$ cat src/rtl/stbs_pkg.sv
// Shared types and constants of the sorted table search core.
package stbs_pkg;

    localparam int CAPACITY_DEF = 64;
    localparam int VALUE_W      = 32;
    localparam int INDEX_W      = 6;
    localparam int IN_TDATA_W   = 32;
    localparam int IN_TUSER_W   = 1;
    localparam int OUT_TDATA_W  = 8;

    typedef enum logic {
        KIND_APPEND = 1'b0,
        KIND_SEARCH = 1'b1
    } t_kind;

    // Packed with found in the lowest bit, so it maps straight onto the output tdata.
    typedef struct packed {
        logic               full_res;
        logic [INDEX_W-1:0] index;
        logic               found;
    } t_result;

endpackage

$ cat src/rtl/sorted_table_binary_search_core.sv
// Top level of the sorted table search core: stream ports, output register, table RAM.
//
//   channel  direction  tdata                          tuser
//   s_axis   in         value[31:0]                    kind[0]
//   m_axis   out        found[0] index[6:1] full[7]    -
//
// An append passes through the sequencer's result register and S_DONE into the output register.
// A search makes at most floor(log2(CAPACITY)) + 1 probes before its result moves from the
// sequencer into the output register; the single read port of the table RAM sets the pace.
// Reset clears only the fill count and control state; the table needs no clearing pass.
// The input is not ready while an item is in progress; a finished result waits in the
// sequencer until the output register is free, while one earlier result sits there.
module sorted_table_binary_search_core #(
    parameter int CAPACITY = stbs_pkg::CAPACITY_DEF
) (
    input  logic                                 i_clk,
    input  logic                                 i_rst_n,
    input  logic                                 i_s_axis_tvalid,
    output logic                                 o_s_axis_tready,
    input  logic [stbs_pkg::IN_TDATA_W-1:0]      i_s_axis_tdata,  // value[31:0]
    input  logic [stbs_pkg::IN_TUSER_W-1:0]      i_s_axis_tuser,  // kind[0]
    output logic                                 o_m_axis_tvalid,
    input  logic                                 i_m_axis_tready,
    output logic [stbs_pkg::OUT_TDATA_W-1:0]     o_m_axis_tdata   // found[0] index[6:1] full_res[7]
);

    localparam int AW = $clog2(CAPACITY);

    logic                          start;
    logic                          out_free;
    logic                          seq_ready;
    logic                          seq_done;
    stbs_pkg::t_result             seq_res;
    logic                          ram_we;
    logic [AW-1:0]                 ram_waddr;
    logic [stbs_pkg::VALUE_W-1:0]  ram_wdata;
    logic [AW-1:0]                 ram_raddr;
    logic [stbs_pkg::VALUE_W-1:0]  ram_rdata;

    logic                          r_out_valid;
    stbs_pkg::t_result             r_out_res;

    assign start    = i_s_axis_tvalid && seq_ready;
    assign out_free = !r_out_valid || i_m_axis_tready;

    stbs_seq #(
        .CAPACITY (CAPACITY)
    ) u_seq (
        .i_clk      (i_clk),
        .i_rst_n    (i_rst_n),
        .i_start    (start),
        .i_kind     (stbs_pkg::t_kind'(i_s_axis_tuser[0])),
        .i_value    (i_s_axis_tdata),
        .i_out_free (out_free),
        .i_rd_data  (ram_rdata),
        .o_ready    (seq_ready),
        .o_done     (seq_done),
        .o_res      (seq_res),
        .o_we       (ram_we),
        .o_waddr    (ram_waddr),
        .o_wdata    (ram_wdata),
        .o_raddr    (ram_raddr)
    );

    stbs_ram #(
        .WIDTH (stbs_pkg::VALUE_W),
        .DEPTH (CAPACITY)
    ) u_ram (
        .i_clk   (i_clk),
        .i_we    (ram_we),
        .i_waddr (ram_waddr),
        .i_wdata (ram_wdata),
        .i_raddr (ram_raddr),
        .o_rdata (ram_rdata)
    );

    always_ff @(posedge i_clk) begin
        if (!i_rst_n) begin
            r_out_valid <= 1'b0;
        end else begin
            if (seq_done) begin
                r_out_valid <= 1'b1;
                r_out_res   <= seq_res;
            end else if (i_m_axis_tready) begin
                r_out_valid <= 1'b0;
            end
        end
    end

    assign o_s_axis_tready = seq_ready;
    assign o_m_axis_tvalid = r_out_valid;
    assign o_m_axis_tdata  = r_out_res;

endmodule

$ cat src/rtl/stbs_ram.sv
// Generic single-write, single-read RAM with a registered read port.
module stbs_ram #(
    parameter int WIDTH = stbs_pkg::VALUE_W,
    parameter int DEPTH = stbs_pkg::CAPACITY_DEF
) (
    input  logic                     i_clk,
    input  logic                     i_we,
    input  logic [$clog2(DEPTH)-1:0] i_waddr,
    input  logic [WIDTH-1:0]         i_wdata,
    input  logic [$clog2(DEPTH)-1:0] i_raddr,
    output logic [WIDTH-1:0]         o_rdata
);

    logic [WIDTH-1:0] r_mem [DEPTH];
    logic [WIDTH-1:0] r_rdata;

    always_ff @(posedge i_clk) begin
        if (i_we) begin
            r_mem[i_waddr] <= i_wdata;
        end
        r_rdata <= r_mem[i_raddr];
    end

    assign o_rdata = r_rdata;

endmodule

$ cat src/rtl/stbs_seq.sv
// Sequencer of the search core: appends, fill count and the iterative probe loop.
module stbs_seq #(
    parameter int CAPACITY = stbs_pkg::CAPACITY_DEF
) (
    input  logic                               i_clk,
    input  logic                               i_rst_n,
    input  logic                               i_start,
    input  stbs_pkg::t_kind                    i_kind,
    input  logic [stbs_pkg::VALUE_W-1:0]       i_value,
    input  logic                               i_out_free,
    input  logic [stbs_pkg::VALUE_W-1:0]       i_rd_data,
    output logic                               o_ready,
    output logic                               o_done,
    output stbs_pkg::t_result                  o_res,
    output logic                               o_we,
    output logic [$clog2(CAPACITY)-1:0]        o_waddr,
    output logic [stbs_pkg::VALUE_W-1:0]       o_wdata,
    output logic [$clog2(CAPACITY)-1:0]        o_raddr
);

    localparam int AW     = $clog2(CAPACITY);
    localparam int CW     = $clog2(CAPACITY + 1);
    localparam int IndexW = stbs_pkg::INDEX_W;

    typedef enum logic [1:0] {
        S_IDLE,
        S_PROBE,
        S_DONE
    } t_state;

    t_state                        r_state;
    logic [CW-1:0]                 r_fill;
    logic [CW-1:0]                 r_lo;
    logic [CW-1:0]                 r_hi;
    logic [AW-1:0]                 r_mid;
    logic [stbs_pkg::VALUE_W-1:0]  r_key;
    stbs_pkg::t_result             r_res;

    logic          table_full;
    logic          probe_eq;
    logic          probe_lt;
    logic [CW-1:0] n_lo;
    logic [CW-1:0] n_hi;
    logic [CW-1:0] n_span;
    logic [CW-1:0] n_mid_wide;
    logic [AW-1:0] start_mid;
    logic [AW-1:0] probe_mid;

    assign table_full = (r_fill >= CW'(CAPACITY));

    // The entry read last cycle at r_mid is on the RAM output now.
    assign probe_eq = (i_rd_data == r_key);
    assign probe_lt = ($signed(i_rd_data) < $signed(r_key));

    // A span of one probes lo itself, which is the direct final compare.
    always_comb begin
        if (probe_lt) begin
            n_lo = CW'(r_mid) + CW'(1);
            n_hi = r_hi;
        end else begin
            n_lo = r_lo;
            n_hi = CW'(r_mid);
        end
        n_span     = n_hi - n_lo;
        n_mid_wide = n_lo + (n_span >> 1);
    end

    assign probe_mid = AW'(n_mid_wide);
    assign start_mid = AW'(r_fill >> 1);

    assign o_raddr = (r_state == S_IDLE) ? start_mid : probe_mid;
    assign o_we    = i_start && (i_kind == stbs_pkg::KIND_APPEND) && !table_full;
    assign o_waddr = AW'(r_fill);
    assign o_wdata = i_value;

    assign o_ready = (r_state == S_IDLE);
    assign o_done  = (r_state == S_DONE) && i_out_free;
    assign o_res   = r_res;

    always_ff @(posedge i_clk) begin
        if (!i_rst_n) begin
            r_state <= S_IDLE;
            r_fill  <= '0;
        end else begin
            unique case (r_state)
                S_IDLE: begin
                    if (i_start) begin
                        if (i_kind == stbs_pkg::KIND_APPEND) begin
                            if (table_full) begin
                                r_res <= '{full_res: 1'b1, index: '0, found: 1'b0};
                            end else begin
                                r_res  <= '{full_res: 1'b0, index: IndexW'(r_fill),
                                           found: 1'b0};
                                r_fill <= r_fill + CW'(1);
                            end
                            r_state <= S_DONE;
                        end else begin
                            r_key <= i_value;
                            r_lo  <= '0;
                            r_hi  <= r_fill;
                            r_mid <= start_mid;
                            if (r_fill == '0) begin
                                r_res   <= '{full_res: 1'b0, index: '0, found: 1'b0};
                                r_state <= S_DONE;
                            end else begin
                                r_state <= S_PROBE;
                            end
                        end
                    end
                end
                S_PROBE: begin
                    if (probe_eq) begin
                        r_res   <= '{full_res: 1'b0, index: IndexW'(r_mid), found: 1'b1};
                        r_state <= S_DONE;
                    end else if (n_span == '0) begin
                        r_res   <= '{full_res: 1'b0, index: '0, found: 1'b0};
                        r_state <= S_DONE;
                    end else begin
                        r_lo  <= n_lo;
                        r_hi  <= n_hi;
                        r_mid <= probe_mid;
                    end
                end
                S_DONE: begin
                    if (i_out_free) begin
                        r_state <= S_IDLE;
                    end
                end
                default: begin
                    r_state <= S_IDLE;
                end
            endcase
        end
    end

endmodule

$ cat config.mk
export PLATFORM = sky130hd
export DESIGN_NAME = sorted_table_binary_search_core
export DESIGN_NICKNAME = d
export VERILOG_FILES = /design/src/rtl/stbs_pkg.sv /design/src/rtl/sorted_table_binary_search_core.sv /design/src/rtl/stbs_ram.sv /design/src/rtl/stbs_seq.sv
export SDC_FILE = /design/constraint.sdc
export NUM_CORES = 2
export LEC_CHECK = 0
export ABC_AREA = 1
export BUFFER_PORTS_ARGS = -buffer_cell sky130_fd_sc_hd__clkbuf_2
export CORE_MARGIN = 2
export CORE_UTILIZATION = 45
export DETAILED_ROUTE_END_ITERATION = 6
export PLACE_DENSITY_LB_ADDON = 0.08
export SLEW_MARGIN = 30
export SYNTH_ARGS = -nofsm -noshare
export SYNTH_HDL_FRONTEND = slang
export SYNTH_SLANG_ARGS = --single-unit
export TNS_END_PERCENT = 30
$ cat constraint.sdc
create_clock -name i_clk -period 6.8 [get_ports i_clk]
set_clock_uncertainty 0.2 [all_clocks]
set_input_delay 1.02 -clock i_clk [delete_from_list [all_inputs] [get_ports i_clk]]
set_output_delay 1.02 -clock i_clk [all_outputs]
set_load 0.05 [all_outputs]
==> impl_metrics.toml <==
[placed_design]
hpwl_mm = 150
dp_cells = 9006
gp_congestion = 0.878
port_buffers = 46

[finish]
final_cell_mix = "2,116 x edfxtp_1, 1,313 x nor2_1, 1,218 x o21ai_0, 512 x o22ai_1, 273 x buf_4"
multi_input_area_um2 = 19400
nFillCells = 16000
layout.cells.non_filler = 9423
nNetsFinal = 6820
area_growth_pct = 15.6
seq_area_um2 = 64400
layout_commonest_cell = "edfxtp_1"
drive_gt1_frac = 0.120

[synthesis]
async_flop_share = 0
yosysSeqAreaShare = 0.753
syn_nets = 6642
ys_ff_latch = 2158
avgSynthCellArea_um2 = 13.0
synth_top_cell_area_share = 0.743
synth_edf_count = 2116
synth_ff_type = "edfxtp_1"
yosysWarnings = 0
post-synth-top-area-cell = "edfxtp_1"
yosysUniqueCellTypes = 44
synthTopCellsByArea = "edfxtp_1 74%, o21ai_0 7.1%, nor2_1 6.0%, o22ai_1 3.8%, clkbuf_1 1.6%"
syn_inst = 6556
synth_area_um2 = 85500

[global_routing]
grt_first_pass_wirelength_mm = 387
antenna_found_initial = 13
grt_usage = 0.277
grt_max_degree = 100
grt_pass1_vias = 53500
grt_overflow = 0

[worst_setup_path]
cpMostUsedCell = "nand2_1"
critPathMaxFanout = 40
worstPathRequired_ns = 7.39
cp-end-kind = "register"
crit_type = "register to register"
crit_arrival_ns = 7.05
crit_slowest_cell = "fa_1"
cp-start-kind = "register"
rrSetupSlack_ns = 0.33
crit_path_max_incr_delay_ns = 0.60

[cts]
htreeDepth = 4
cts_root_buffer = "clkbuf_16"
cts_made_buffers = 220
clkTransAtPathRegs_ns = 0.06
cts.sinks = 2158
clk_latency_ns = 0.86
cts_tree = "built"
cts_max_path_buffers = 3
cts_setup_buffers = 0
cts_hold_buffers = 0

[routing]
initialDrtViolationCount = 7349
routed_via_density = 5.98
wl_mm = 270
vias = 56400
antenna_left = 0
drc = 0
drt_pass1_iterations = 6
wl_per_cell_um = 28.7

[sta]
fmax_mhz = 155
rsz0062_at_grt = "no"
worstMarginPinSlew_ns = 1.00
post-route-period-util = 0.951
tns_ns = 0
layout_min_cycle_time_ns = 6.47
drv_slew = 0
hold_viol = 0
final-setup-viol-count = 0
slew_headroom = 0.330

[min_path]
hold_class = "register to register"

[die]
pin_count = 47
die_w_um = 440
core-area_um2 = 188000
fp.dieH_um = 440
rows = 159
dieArea_um2 = 193000
initial_core_util = 0.454

[flow_run]
maxCapViolations = 0

[outcome]
status = "completed"
worst paths after layout:
check	to	start	cells past startpoint
setup / recovery	u_ram.o_rdata[6]	u_ram.o_rdata[9]	32
hold / removal	o_m_axis_tdata[5]	u_seq.o_res[5]	0
setup reg to reg	u_ram.o_rdata[6]	u_ram.o_rdata[9]	32
hold reg to reg	o_m_axis_tdata[5]	u_seq.o_res[5]	0
layout make-up:
class / instances / area share
Tap cell: 2495 / 0.0316
Antenna cell: 5 / 0.000127
Inverter: 111 / 0.00449
Clock buffer: 290 / 0.0607
Clock inverter: 121 / 0.0128
Multi-Input combinational cell: 3829 / 0.196
Timing Repair Buffer: 414 / 0.0427
Sequential cell: 2158 / 0.651
cell usage after synthesis (3+ instances only):
cell type	number
a21o_1	3
inv_2	3
nand3_1	164
buf_1	13
dfxtp_1	42
nand2_2	8
edfxtp_1	2116
o21ai_1	82
nand2_1	211
nor3_1	10
buf_2	58
o21ai_0	1218
o22a_1	122
or2_2	3
o22ai_1	513
a32o_1	3
ha_1	47
a21oi_1	30
buf_6	4
o221ai_1	4
nand4_1	6
nor2_1	1374
xor2_1	7
clkbuf_1	369
buf_4	14
inv_1	107
critical path, delay by kind of cell (launching register included):
| kind | cells | cell delay [ns] |
|---|---|---|
| compound gates | 7 | 0.99 |
| simple gates | 13 | 1.65 |
| flops | 1 | 0.55 |
| fa+ha+maj | 5 | 1.81 |
| buf+inv | 7 | 1.11 |
per-stage QoR:
step / hold WS (ns) / util / area, µm² / worst slack [ns]
6_report: 0.218 / 0.525 / 98800 / 0.334
5_1_grt: 0.234 / 0.525 / 98800 / 0.0130
4_1_cts: 0.198 / 0.525 / 98800 / 0.113
3_5_place_dp: 0.207 / 0.486 / 91500 / 0.155
3_3_place_gp: 0.207 / 0.485 / 91400 / 0.100
2_1_floorplan: 0.200 / - / 85500 / 1.36
logic make-up after synthesis:
group | count (synthesis) | share of synthesized area
adder cells (fa/ha/maj) | 49 | 0.00735
flip-flops | 2158 | 0.753
buffers and inverters | 569 | 0.0268
XOR/XNOR | 9 | 0.000922
AO/OA/AOI/OAI | 1987 | 0.130
AND/OR/NAND/NOR | 1784 | 0.0818
flip-flops by register name, summed over array words and instances, names as in the netlist, 7 cells and up:
register,count
u_seq.r_fill,7
u_seq.r_lo,7
u_ram.o_rdata,32
u_ram.r_mem,2048
u_seq.r_hi,7
o_m_axis_tdata,8
u_seq.r_key,32
u_seq.o_res,8
timing repair:
action / CTS / global route
endpoints found under the hold margin: 0 / 0
resized for setup: 0 / 3
setup endpoints to repair: 0 / 12
per-layer routing:
metal,GRT usage,vias up,part of all wire
met5,0,-,0.000041
li1,-,24800,-
met1,0.410,28800,0.44
met3,0.0410,351,0.079
met4,0.0731,2,0.027
met2,0.431,2428,0.46
Power is not shown: default switching activity piles up to over one toggle a cycle in this logic, so the estimate is an artifact.
